**src/rtl/icar_pkg.sv**
```systemverilog
// Shared types, codes and the request decoder for the IRQ counter and RAM port block.
`timescale 1ns / 1ps
`default_nettype none

package icar_pkg;

  // RAM geometry
  localparam int RAM_DEPTH = 128;
  localparam int RAM_AW    = $clog2(RAM_DEPTH);

  // Operation codes
  localparam logic [1:0] OP_TICK  = 2'd0;
  localparam logic [1:0] OP_READ  = 2'd1;
  localparam logic [1:0] OP_WRITE = 2'd2;

  // Port codes
  localparam logic [1:0] PORT_RAM_DATA = 2'd0;
  localparam logic [1:0] PORT_CNT_LO   = 2'd1;
  localparam logic [1:0] PORT_CNT_HI   = 2'd2;
  localparam logic [1:0] PORT_RAM_ADDR = 2'd3;

  // Counter constants
  localparam logic [15:0] COUNT_TOP     = 16'hFFFF;
  localparam logic [14:0] COUNT_LOW_MAX = 15'h7FFF;

  // Input request
  typedef struct packed {
    logic [1:0] operation;
    logic [1:0] port;
    logic [7:0] data;
  } in_t;

  // Result
  typedef struct packed {
    logic [7:0] read_data;
    logic       irq_line;
  } out_t;

  // Decoded request for the execute stage
  typedef struct packed {
    logic       tick;
    logic       cnt_wr_lo;
    logic       cnt_wr_hi;
    logic       ram_rd;
    logic       ram_wr;
    logic       addr_wr;
    logic [7:0] data;
  } icar_cmd_t;

  // Counter state seen by the execute stage
  typedef struct packed {
    logic [15:0] count;
    logic        irq_next;
  } icar_cnt_stat_t;

  function automatic icar_cmd_t icar_decode(input in_t req);
    icar_cmd_t cmd;
    logic      rd;
    logic      wr;
    rd            = (req.operation == OP_READ);
    wr            = (req.operation == OP_WRITE);
    cmd.tick      = (req.operation == OP_TICK);
    cmd.cnt_wr_lo = wr && (req.port == PORT_CNT_LO);
    cmd.cnt_wr_hi = wr && (req.port == PORT_CNT_HI);
    cmd.ram_rd    = rd && (req.port == PORT_RAM_DATA);
    cmd.ram_wr    = wr && (req.port == PORT_RAM_DATA);
    cmd.addr_wr   = wr && (req.port == PORT_RAM_ADDR);
    cmd.data      = req.data;
    return cmd;
  endfunction

endpackage

`default_nettype wire

```
**src/rtl/icar_ram.sv**
```systemverilog
// Generic simple dual-port RAM with registered read.
`timescale 1ns / 1ps
`default_nettype none

module icar_ram #(
  parameter int WIDTH = 8,
  parameter int DEPTH = 128
) (
  input  wire logic                     clk_i,
  input  wire logic                     we_i,
  input  wire logic [$clog2(DEPTH)-1:0] waddr_i,
  input  wire logic [WIDTH-1:0]         wdata_i,
  input  wire logic                     re_i,
  input  wire logic [$clog2(DEPTH)-1:0] raddr_i,
  output logic      [WIDTH-1:0]         rdata_o
);

  logic [WIDTH-1:0] mem_q [DEPTH];

  // Write port
  always_ff @(posedge clk_i) begin
    if (we_i) begin
      mem_q[waddr_i] <= wdata_i;
    end
  end

  // Registered read port
  always_ff @(posedge clk_i) begin
    if (re_i) begin
      rdata_o <= mem_q[raddr_i];
    end
  end

endmodule

`default_nettype wire

```
**src/rtl/icar_counter.sv**
```systemverilog
// Cycle counter with enable bit and latched interrupt.
`timescale 1ns / 1ps
`default_nettype none

module icar_counter
  import icar_pkg::*;
(
  input  wire logic      clk_i,
  input  wire logic      rst_ni,
  input  wire logic      adv_i,
  input  wire icar_cmd_t cmd_i,
  output icar_cnt_stat_t stat_o
);

  logic [15:0] cnt_q, cnt_d;
  logic        irq_q, irq_d;

  // Next counter and interrupt state
  always_comb begin
    cnt_d = cnt_q;
    irq_d = irq_q;
    if (cmd_i.tick && cnt_q[15] && (cnt_q[14:0] != COUNT_LOW_MAX)) begin
      cnt_d = cnt_q + 16'd1;
      if (cnt_d == COUNT_TOP) begin
        irq_d = 1'b1;
      end
    end
    if (cmd_i.cnt_wr_lo) begin
      cnt_d = {cnt_q[15:8], cmd_i.data};
      irq_d = 1'b0;
    end
    if (cmd_i.cnt_wr_hi) begin
      cnt_d = {cmd_i.data, cnt_q[7:0]};
      irq_d = 1'b0;
    end
  end

  always_ff @(posedge clk_i or negedge rst_ni) begin
    if (!rst_ni) begin
      cnt_q <= '0;
      irq_q <= 1'b0;
    end else if (adv_i) begin
      cnt_q <= cnt_d;
      irq_q <= irq_d;
    end
  end

  assign stat_o.count    = cnt_q;
  assign stat_o.irq_next = irq_d;

endmodule

`default_nettype wire

```
**src/rtl/icar_ram_port.sv**
```systemverilog
// RAM port: pointer with optional auto-increment, entry valid bits and the RAM.
`timescale 1ns / 1ps
`default_nettype none

module icar_ram_port
  import icar_pkg::*;
(
  input  wire logic       clk_i,
  input  wire logic       rst_ni,
  input  wire logic       adv_i,
  input  wire icar_cmd_t  cmd_i,
  output logic      [7:0] ram_byte_o
);

  logic [RAM_AW-1:0]    ptr_q;
  logic                 step_q;
  logic [RAM_DEPTH-1:0] valid_q;
  logic                 entry_valid_q;
  logic [7:0]           rdata;
  logic                 re;
  logic                 we;

  assign re = adv_i && cmd_i.ram_rd;
  assign we = adv_i && cmd_i.ram_wr;

  // Pointer and step; data accesses advance by the step
  always_ff @(posedge clk_i or negedge rst_ni) begin
    if (!rst_ni) begin
      ptr_q  <= '0;
      step_q <= 1'b1;
    end else if (adv_i) begin
      if (cmd_i.addr_wr) begin
        ptr_q  <= cmd_i.data[RAM_AW-1:0];
        step_q <= cmd_i.data[7];
      end else if (cmd_i.ram_rd || cmd_i.ram_wr) begin
        ptr_q <= ptr_q + {{(RAM_AW-1){1'b0}}, step_q};
      end
    end
  end

  // Written entries; unwritten ones read as zero
  always_ff @(posedge clk_i or negedge rst_ni) begin
    if (!rst_ni) begin
      valid_q       <= '0;
      entry_valid_q <= 1'b0;
    end else begin
      if (we) begin
        valid_q[ptr_q] <= 1'b1;
      end
      if (re) begin
        entry_valid_q <= valid_q[ptr_q];
      end
    end
  end

  icar_ram #(
    .WIDTH(8),
    .DEPTH(RAM_DEPTH)
  ) u_ram (
    .clk_i  (clk_i),
    .we_i   (we),
    .waddr_i(ptr_q),
    .wdata_i(cmd_i.data),
    .re_i   (re),
    .raddr_i(ptr_q),
    .rdata_o(rdata)
  );

  // Read data holds until the next RAM read
  assign ram_byte_o = entry_valid_q ? rdata : 8'd0;

endmodule

`default_nettype wire

```
**src/rtl/irq_counter_and_autoinc_ram_port_top.sv**
```systemverilog
// Top level: input register, execute logic, result register.
// One request is accepted per cycle, sustained while the result side does not stall;
// each result becomes valid when its request moves from the input register into
// the result register, with the RAM's registered read landing alongside the
// result register. A request is a CPU cycle tick or a bus access to RAM data,
// counter low/high or RAM address.
// The 128-byte RAM comes out of reset reading all zeros at once through per-entry
// valid bits, so there is no clearing pass. Stalls on the result side hold the
// input register and then drop in_ready_o.
`timescale 1ns / 1ps
`default_nettype none

module irq_counter_and_autoinc_ram_port_top
  import icar_pkg::*;
(
  input  wire logic clk_i,
  input  wire logic rst_ni,
  input  wire logic in_valid_i,
  output logic      in_ready_o,
  input  wire in_t  in_data_i,
  output logic      out_valid_o,
  input  wire logic out_ready_i,
  output out_t      out_data_o
);

  in_t            in_q;
  logic           in_valid_q;
  logic           out_valid_q;
  logic           out_sel_ram_q;
  logic [7:0]     out_byte_q;
  logic [7:0]     out_byte_d;
  logic           out_irq_q;
  logic           adv;
  icar_cmd_t      cmd;
  icar_cnt_stat_t cnt_stat;
  logic [7:0]     ram_byte;

  // Execute stage moves when the result register is free
  assign adv        = in_valid_q && (!out_valid_q || out_ready_i);
  assign in_ready_o = !in_valid_q || adv;
  assign cmd        = icar_decode(in_q);

  // Input register
  always_ff @(posedge clk_i or negedge rst_ni) begin
    if (!rst_ni) begin
      in_valid_q <= 1'b0;
    end else if (in_ready_o) begin
      in_valid_q <= in_valid_i;
    end
  end

  always_ff @(posedge clk_i) begin
    if (in_ready_o && in_valid_i) begin
      in_q <= in_data_i;
    end
  end

  icar_counter u_counter (
    .clk_i (clk_i),
    .rst_ni(rst_ni),
    .adv_i (adv),
    .cmd_i (cmd),
    .stat_o(cnt_stat)
  );

  icar_ram_port u_ram_port (
    .clk_i     (clk_i),
    .rst_ni    (rst_ni),
    .adv_i     (adv),
    .cmd_i     (cmd),
    .ram_byte_o(ram_byte)
  );

  // Counter byte reads; everything else but RAM data returns zero
  always_comb begin
    out_byte_d = 8'd0;
    if (in_q.operation == OP_READ) begin
      case (in_q.port)
        PORT_CNT_LO: out_byte_d = cnt_stat.count[7:0];
        PORT_CNT_HI: out_byte_d = cnt_stat.count[15:8];
        default:     out_byte_d = 8'd0;
      endcase
    end
  end

  // Result register
  always_ff @(posedge clk_i or negedge rst_ni) begin
    if (!rst_ni) begin
      out_valid_q <= 1'b0;
    end else if (!out_valid_q || out_ready_i) begin
      out_valid_q <= in_valid_q;
    end
  end

  always_ff @(posedge clk_i) begin
    if (adv) begin
      out_sel_ram_q <= cmd.ram_rd;
      out_byte_q    <= out_byte_d;
      out_irq_q     <= cnt_stat.irq_next;
    end
  end

  assign out_valid_o          = out_valid_q;
  assign out_data_o.read_data = out_sel_ram_q ? ram_byte : out_byte_q;
  assign out_data_o.irq_line  = out_irq_q;

endmodule

`default_nettype wire

```
**config.mk**
```make
export PLATFORM = sky130hd
export DESIGN_NAME = irq_counter_and_autoinc_ram_port_top
export DESIGN_NICKNAME = d
export VERILOG_FILES = /design/src/rtl/icar_pkg.sv /design/src/rtl/icar_ram.sv /design/src/rtl/icar_counter.sv /design/src/rtl/icar_ram_port.sv /design/src/rtl/irq_counter_and_autoinc_ram_port_top.sv
export SDC_FILE = /design/constraint.sdc
export NUM_CORES = 1
export LEC_CHECK = 0
export BUFFER_PORTS_ARGS = -buffer_cell sky130_fd_sc_hd__buf_2
export CAP_MARGIN = 20
export CORE_UTILIZATION = 60
export DETAILED_ROUTE_END_ITERATION = 6
export MAX_ROUTING_LAYER = met4
export PLACE_DENSITY = 0.79
export SYNTH_ARGS = -nofsm -noshare
export SYNTH_HDL_FRONTEND = slang
export SYNTH_SLANG_ARGS = --single-unit
```
**constraint.sdc**
```tcl
create_clock -name clk_i -period 3 [get_ports clk_i]
set_input_delay 0.45 -clock clk_i [delete_from_list [all_inputs] [get_ports clk_i]]
set_output_delay 0.45 -clock clk_i [all_outputs]
set_load 0.03 [all_outputs]
```
Yosys cells after proc, flatten, opt, wreduce, memory -nomap -nowiden
Memories as Yosys holds them, arrays and structs flattened. A register that Yosys moved wholly into a read port is not among the register bits. Cells that the tools add are included.

Memories kept: 1. Bits in latches: 0. Bits in writable memories: 1024. Input bits: 16. Bits in read-only memories: 0. Output and inout port bits: 11. Register bits after elaboration: 178. Logic and storage cells: 74.

Memories: u_ram_port.u_ram.mem_q (depth 128, bits a word 8, read ports 1, clocked after Yosys merged registers in 1, wr ports 1, RTL line icar_ram.sv:18) `logic [WIDTH-1:0] mem_q [DEPTH];`.

Div/mod/pow operators: 0. Reduce and logical (&&, ||, !) cells: 26. Bitwise operators: 2. Shifts and indexed selects: 0. Equal/unequal tests: 8. Order comparisons: 2. Add/subtract/negate cells: 2. Multiply operators: 0. Multiplexer cells: 18.

Operator list (count): $or 128x128->128 (1); $mux 16 (3); $add 16x1->16 const B (1); $eq 16x16->1 const B (1); $mux 8 (2); $pmux 8 s2 (1); $ne 15x15->1 const B (1); $mux 7 (2); $logic_and 1x1->1 (12); $lt 7x8->1 const B (1); $mux 1 (8); $add 7x1->7 (1); $bmux 1 s7 (1); $demux 1 s7 (1); $ge 7x1->1 const B (1); $eq 2x2->1 const B (3); $reduce_and 3->1 (2); $reduce_bool 2->1 (3); $eq 2x1->1 const B (2); $logic_not 2->1 (2); $reduce_and 2->1 (2); $logic_or 1x1->1 (3); $logic_not 1->1 (2); $ne 2x2->1 const B (1); $not 1->1 (1).

Longest topological paths before layout
Gate-level depths: netlist of run 1.

Word-level depth: 6. Depth in mapped cells: 12. Mapped depth without buffers: 7.

Hierarchy
A second synthesis of run 1 with hierarchy kept.

Cell total of the unflattened synthesis: 2387. Area, all modules: 48465.2 um2.

Modules (own cells, without submodules): icar_ram (instances 1, sequential area each 30989.7 um2, area an instance 39745.6 um2, cells each 1635); icar_ram_port (instances 1, sequential area each 3429.5 um2, area an instance 6244.7 um2, cells each 508); icar_counter (instances 1, sequential area each 425.4 um2, area an instance 1355.0 um2, cells each 172); irq_counter_and_autoinc_ram_port_top (instances 1, sequential area each 710.7 um2, area an instance 1119.8 um2, cells each 72).

Worst setup path before layout of run 1
Ideal clock, no wire load.

Kind: flip-flop to flip-flop. Start: register out_valid_q (netlist: out_valid_o). End: memory u_ram_port.u_ram.mem_q[24][0] (enable). Clock period less this slack: 2.644 ns. Arrival: 2.271 ns. Path buffers: 1. Data required time: 2.627 ns. Setup slack: 0.356 ns. Setup time: 0.373 ns. Cell stages (with the launch flop): 8. Cells stage by stage: dfrtp_1 -> nand2b_1 -> nand2_1 -> inv_1 -> and3_1 -> clkbuf_1 -> nand3_1 -> nor2_1.

Cells in the longest elaborated chain, start to end: 6.

RTL lines: start, declared (RTL line irq_counter_and_autoinc_ram_port_top.sv:28) `logic out_valid_q;`; start signal, assigned (RTL line irq_counter_and_autoinc_ram_port_top.sv:91) `out_valid_q <= in_valid_q;`; $logic_not 1->1 (RTL line irq_counter_and_autoinc_ram_port_top.sv:39) `assign adv = in_valid_q && (!out_valid_q || out_ready_i);`; $logic_or 1x1->1 (RTL line irq_counter_and_autoinc_ram_port_top.sv:39); $logic_and 1x1->1 (RTL line irq_counter_and_autoinc_ram_port_top.sv:39); named net adv (RTL line irq_counter_and_autoinc_ram_port_top.sv:33) `logic adv;`; $logic_and 1x1->1 (RTL line icar_ram_port.sv:24) `assign we = adv_i && cmd_i.ram_wr;`; $mux 1 (RTL line icar_ram.sv:22) `if (we_i) begin`; $mux 1 (not written as such) (RTL line icar_ram.sv:23) `mem_q[waddr_i] <= wdata_i;`; end, declared (RTL line icar_ram.sv:18).

The timed path passes the listed nets, and every way through them passes these cells.

Worst setup path in the final report of run 1
Start: register u_ram_port.ptr_q[5]. End: memory u_ram_port.u_ram.mem_q[59][3] (enable).

RTL lines: start, declared (RTL line icar_ram_port.sv:15) `logic [RAM_AW-1:0] ptr_q;`; start signal, assigned (RTL line icar_ram_port.sv:33) `ptr_q <= cmd_i.data[RAM_AW-1:0];`; start signal, assigned (RTL line icar_ram_port.sv:36) `ptr_q <= ptr_q + {{(RAM_AW-1){1'b0}}, step_q};`.

Straight into the memory's write port.

==> impl_metrics.ini, run 1 <==
[sta]
setup_viol = 24
fin_crit_ns = 3.12
fin_skew_ns = 0.0275
timing.setup.tns_ns = -1.20
slew_viol_final = 0
hold_violations = 0
worst_slack_ns = -0.121
slew_headroom = 0.334
rsz0062_at_grt = true
finalCritPeriodShare = 1.04
worstMarginPinSlew_ns = 0.997
max_freq_ghz = 0.320
hold_ws_ns = 0.0900

[floorplanning]
die_height_um = 287
core_um2 = 79500
start_util = 0.611
die-area_um2 = 82100
ioPinCount = 27
rows = 103
die_w_um = 287

[min_path]
hold_class = in2reg
hold_path_end = in_valid_q$_DFFE_PN0N_
hold_depth = 3
min-delay-start = out_ready_i

[clocking]
cts_tree = yes
cts_made_buffers = 116
htreeDepth = 3
clk_pin_slew_ns = 0.06
cts_num_sinks = 1210
ctsRootBufferMaster = clkbuf_16
cts_buffer_depth = 3
insertion_delay_ns = 0.70

[power_and_ir_drop]
p_per_area_nw_per_um2 = 895
seq_power_share = 0.366
vdd_drop_max_v = 0.000592
p_int_mw = 34.0
p_leak_nw = 20.6
power_frac_clock = 0.291
power.switching_mw = 17.5
fin_total_pwr_mw = 51.5
combPwrFrac = 0.343
sw_frac_of_total = 0.340

[critical_path]
r2r-end = u_ram_port.u_ram.mem_q[59][3]$_DFFE_PP_
crit_fanout = 12
arrival_ns = 3.51
critical_path_class = reg2reg
cpMaxStageDelayCell = dfrtp_1
cp.required_ns = 3.39
path_cells = nand2_1, nor2_1, nand2_1, nor2_1, buf_4
worst-r2r-setup-slack_ns = -0.12
cpPeakStageDelay_ns = 0.71
r2r.worst_path.cells = 5
r2r_start = u_ram_port.ptr_q[5]$_DFFE_PN0P_
end_kind = flip-flop
start_kind = flip-flop

[global_routing]
grt_max_degree = 132
track_usage = 0.387
grt_first_pass_wirelength_um = 220000
antenna_found_initial = 5
first_global_vias = 31400
grt_overflow = 0

[synthesis]
synth-edff-count = 1054
syn_avg_cell_area_um2 = 16.4
synthAdderAreaFrac = 0.00206
synth_compound_area_frac = 0.0984
syn_nets = 2986
synthesis.area_um2 = 48600
synthSimpleGateAreaFrac = 0.0566
synthCells = 2962
synth_ff_type = edfxtp_1
synth-xor-area-share = 0.000360
ys_seq_area_frac = 0.732
yosys_register_bits = 1210
yosysWarnings = 0
yosysUniqueCellTypes = 87
yosys-top-cells-area = edfxtp_1, dfrtp_1, mux4_2, mux2_2, a221oi_1
yosys.cell_count.top_type = edfxtp_1
ys_top_cells_by_count = edfxtp_1, nor2_1, dfrtp_1, a221oi_1, nand2_1
synth_top_area_share = 0.651
async_reset_ff_frac = 0.129
synthMuxAreaShare = 0.0854
synth_top_area_cell = edfxtp_1
synth_top_family_by_area = compound AO/OA/AOI/OAI gates

[cells_and_area]
fin_area_um2 = 57500
drive_gt1_frac = 0.294
syn2layout_area_growth_pct = 18.4
layout.nets = 3408

[routing]
drt_wl_total_um = 154000
num_vias = 32100
ant_nets = 0
wl_per_cell_um = 33.9
vias_per_cell = 7.08
firstDrtPassIters = 7
drt_iter0_drc = 5468
drc = 2

[run]
max_cap_violations = 0

[placed_design]
dpl_cell_area_um2 = 52800
portBuffers = 26
dp_slack_ns = -0.326
gp_congestion = 1.03
dp_hpwl_um = 95800

[outcome]
failed_checks = design-rule violations, negative setup slack
status = finished, violations left
-- cell type report --
cell class | instances | area, µm²
Sequential cell | 1210 | 35600
Inverter | 19 | 75.1
Antenna cell | 6 | 15.0
Clock inverter | 64 | 785
Tap cell | 1050 | 1310
Fill cell | 4597 | 22000
Multi-Input combinational cell | 1525 | 12100
Clock buffer | 152 | 3110
Timing Repair Buffer | 512 | 4580
-- worst max path at each step --
stage	from	endpoint	cells after the start
5_1_grt	u_ram_port.ptr_q[2]$_DFFE_PN0P_	u_ram_port.u_ram.rdata_o[3]$_DFFE_PP_	9
4_1_cts	u_ram_port.ptr_q[2]$_DFFE_PN0P_	u_ram_port.u_ram.rdata_o[3]$_DFFE_PP_	9
3_3_place_gp	u_ram_port.ptr_q[0]$_DFFE_PN0P_	u_ram_port.u_ram.rdata_o[5]$_DFFE_PP_	8
3_5_place_dp	u_ram_port.ptr_q[0]$_DFFE_PN0P_	u_ram_port.entry_valid_q$_DFFE_PN0P_	8
2_1_floorplan	out_valid_o$_DFFE_PN0P_	u_ram_port.u_ram.mem_q[24][0]$_DFFE_PP_	7
6_report	u_ram_port.ptr_q[5]$_DFFE_PN0P_	u_ram_port.u_ram.mem_q[59][3]$_DFFE_PP_	5
-- cells by family after synthesis --
| kind of cell | count (synthesis) |
|---|---|
| buf+inv | 227 |
| mux | 297 |
| fa+ha+maj | 8 |
| simple gates | 577 |
| compound gates | 641 |
| flops | 1210 |
| xor+xnor | 2 |
-- power groups by stage --
stage | clock (mW) | sequential (mW) | combinational, mW
5_1_grt | 15.7 | 18.8 | 17.8
6_report | 15.0 | 18.8 | 17.7
3_3_place_gp | 0 | 19.2 | 15.6
4_1_cts | 15.0 | 18.8 | 16.6
3_5_place_dp | 0 | 19.2 | 15.8
2_1_floorplan | 0 | 19.1 | 8.31
-- layout by cell type, fill, tap and decap left out, types with 75 or more instances in the layout --
cell and instances:
mux2i_1 104, buf_4 409, or2_2 102, a21oi_1 85, a22oi_1 78, a221oi_1 130, nor2_1 214, edfxtp_1 1054
mux2_2 111, clkbuf_16 117, dfrtp_1 151, nand2_1 127, mux4_2 75
-- state kept, by name (all words and copies together) (netlist names) --
name	count
out_sel_ram_q	1
u_ram_port.entry_valid_q	1
cmd	8
out_irq_q	1
u_ram_port.valid_q	128
in_q	4
u_counter.cnt_q	16
u_ram_port.u_ram.mem_q	1024
u_counter.irq_q	1
u_ram_port.ptr_q	7
out_byte_q	8
u_ram_port.u_ram.rdata_o	8
in_valid_q	1
u_ram_port.step_q	1
out_valid_o	1
-- worst max-delay path: cells and delay by family (launching register included) --
| kind | cells | cell delay (ns) |
|---|---|---|
| buffers and inverters | 1 | 0.24 |
| AND/OR/NAND/NOR | 4 | 1.85 |
| flip-flops | 1 | 0.71 |
-- repair_timing --
action	in CTS	in global routing
resized for setup	27	31
setup endpoints to repair	8	15
gates cloned	2	1
pin swaps	6	8
hold buffers	14	0
hold endpoints to repair	67	0
setup buffers	25	8
-- per-layer routing --
metal,wire length [µm],global-route usage,up-vias
met5,0,-,-
met4,9000,0.186,0
met3,21300,0.0921,586
met2,70200,0.572,2903
met1,53300,0.509,16000
li1,-,-,12700
-- through the flow --
stage / instances / util
4_1_cts: 4524 / 0.720
6_report: 4538 / 0.723
2_1_floorplan: 2962 / -
5_1_grt: 4536 / 0.723
3_3_place_gp: 4267 / 0.664
3_5_place_dp: 4267 / 0.664
Power figures use the tool's default switching activity.
==> run 2, diff against run 1 <==
--- a/config.mk
+++ b/config.mk
@@ -11,6 +11,7 @@
 export DETAILED_ROUTE_END_ITERATION = 6
 export MAX_ROUTING_LAYER = met4
 export PLACE_DENSITY = 0.79
+export SETUP_SLACK_MARGIN = 0.1
 export SYNTH_ARGS = -nofsm -noshare
 export SYNTH_HDL_FRONTEND = slang
 export SYNTH_SLANG_ARGS = --single-unit
==> run 2 against run 1 <==
  * The run ends with negative setup slack left
  * Non-clock buffer count up 52
  * Global-route usage up 0.78 points
  * Hold slack worse by 0.0053 ns
  * Routed wire length up 2.8%
  * Register-to-register slack worse by 0.02 ns
  * Final cell count up 1.2%
  * Design area up 1.7%
  * Sequential share of layout area down 1.0 points
  * Critical path type unchanged
  * Critical endpoint is now u_ram_port.u_ram.rdata_o[6]$_DFFE_PP_
==> impl_metrics.ini, run 2 (same netlist as run 1, synthesis figures left out) <==
[routing]
firstDrtPassIters = 7
drc = 0
num_vias = 32700
drt_iter0_drc = 5725
drt_wl_total_um = 158000
vias_per_cell = 7.12
wl_per_cell_um = 34.4
ant_nets = 0

[power_and_ir_drop]
vdd_drop_max_v = 0.000601
p_leak_nw = 21.0
fin_total_pwr_mw = 53.0
p_per_area_nw_per_um2 = 906

[clocking]
cts_tree = yes
htreeDepth = 3
insertion_delay_ns = 0.70
cts_num_sinks = 1210
clk_pin_slew_ns = 0.07
cts_made_buffers = 116
ctsRootBufferMaster = clkbuf_16
cts_buffer_depth = 3

[critical_path]
start_kind = flip-flop
r2r.worst_path.cells = 9
critical_path_class = reg2reg
crit_fanout = 8
cp-startpoint = u_ram_port.ptr_q[2]$_DFFE_PN0P_
arrival_ns = 3.67
r2r-end = u_ram_port.u_ram.rdata_o[6]$_DFFE_PP_
end_kind = flip-flop
cpMaxStageDelayCell = a221oi_1
cp.required_ns = 3.53
worst-r2r-setup-slack_ns = -0.14
path_cells = buf_12, buf_16, buf_4, nor3b_1, buf_4, a221oi_1, a221oi_1, a311oi_1, nor4_1
r2r_start = u_ram_port.ptr_q[2]$_DFFE_PN0P_
cpPeakStageDelay_ns = 0.58

[min_path]
hold_depth = 3
hold_path_end = out_valid_o$_DFFE_PN0P_
hold_class = in2reg
min-delay-start = out_ready_i

[cells_and_area]
reg_top3 = u_ram_port.u_ram.mem_q (1024), u_ram_port.valid_q (128), u_counter.cnt_q (16)
final_common_cell = edfxtp_1
regMostFlops = u_ram_port.u_ram.mem_q
fillers = 4442
seq_area_um2 = 35600
multi_input_area_um2 = 12400
largest_register_ffs = 1024
layout.nets = 3460
final_util = 0.735
syn2layout_area_growth_pct = 20.3
final_cell_mix = edfxtp_1, buf_4, nor2_1
drive_gt1_frac = 0.317

[sta]
worst_slack_ns = -0.142
slew_headroom = 0.330
finalCritPeriodShare = 1.05
setup_viol = 3
timing.setup.tns_ns = -0.196
hold_ws_ns = 0.0847
worstMarginPinSlew_ns = 1.00
rsz0062_at_grt = true
fin_skew_ns = 0.0272
max_freq_ghz = 0.318
hold_violations = 0
fin_crit_ns = 3.14
slew_viol_final = 0

[floorplanning]
start_util = 0.611
die_height_um = 287
die_w_um = 287
rows = 103
core_um2 = 79500
ioPinCount = 27
die-area_um2 = 82100

[run]
max_cap_violations = 0

[global_routing]
track_usage = 0.395
grt_first_pass_wirelength_um = 223000
antenna_found_initial = 8
grt_overflow = 0
first_global_vias = 31800
grt_max_degree = 132

[outcome]
status = finished, violations left
failed_checks = negative setup slack

[placed_design]
portBuffers = 26
dp_hpwl_um = 95800
gp_congestion = 1.03
==> run 2: changes by cell type in the layout (fill, tap and decap cells not counted), moves of 5 or more <==
cell / change
a22oi_1: -5
a22oi_2: +5
a221oi_1: -17
buf_4: +33
o21ai_0: -6
buf_6: +5
o21ai_1: +6
a221oi_2: +17
==> run 2: power by group <==
group          total [mW]  switching (mW)  internal, mW  leakage, nW
Combinational        19.1            11.4          7.66         7.48
Sequential           18.8           0.259          18.6         11.6
Clock                15.0            6.43          8.62         1.90
==> run 2: how the worst max path moves through the flow <==
stage                                                         end  slack (ns)  cells after the start
after floorplan           u_ram_port.u_ram.mem_q[24][0]$_DFFE_PP_        0.36                      7
after global placement      u_ram_port.u_ram.rdata_o[5]$_DFFE_PP_       -0.19                      8
after detailed placement     u_ram_port.entry_valid_q$_DFFE_PN0P_       -0.33                      8
after CTS                   u_ram_port.u_ram.rdata_o[3]$_DFFE_PP_        0.07                     10
after global routing        u_ram_port.u_ram.rdata_o[6]$_DFFE_PP_       -0.08                      9
final                       u_ram_port.u_ram.rdata_o[6]$_DFFE_PP_       -0.14                      9
==> run 2: routing by layer <==
layer,global-route usage,share of wire
met1,0.510,0.34
met2,0.589,0.46
met3,0.0963,0.14
met4,0.196,0.060
met5,-,0
==> run 2: what timing repair did <==
item / 4_1_cts / 5_1_grt
resized for setup: 76 / 68
setup endpoints to repair: 9 / 42
buffers inserted: 51 / 31
hold endpoints to repair: 67 / 0
hold buffers: 14 / 0
pin swaps: 23 / 23
gates cloned: 7 / 0
==> run 2: area by class of cell <==
class / instances / share of cell area
sequential: 1210 / 0.608
clock inverter: 64 / 0.0134
inverter: 19 / 0.00128
timing repair buffer: 564 / 0.0891
antenna: 8 / 0.000342
tap: 1050 / 0.0225
clock buffer: 152 / 0.0532
multi-input combinational: 1525 / 0.212
==> run 2: through the flow <==
stage	cells	setup WS [ns]	cell area, µm²
after floorplan	2962	0.356	48600
after global placement	4267	-0.193	52800
after detailed placement	4267	-0.326	52800
after CTS	4555	0.0718	57900
after global routing	4592	-0.0784	58500
final	4592	-0.142	58500
==> run 2: worst max-delay path: cells and delay by family, from the launching register on <==
family	cells	cell delay, ns
compound gates	3	0.94
flops	1	0.52
buf+inv	4	0.75
simple gates	2	0.76
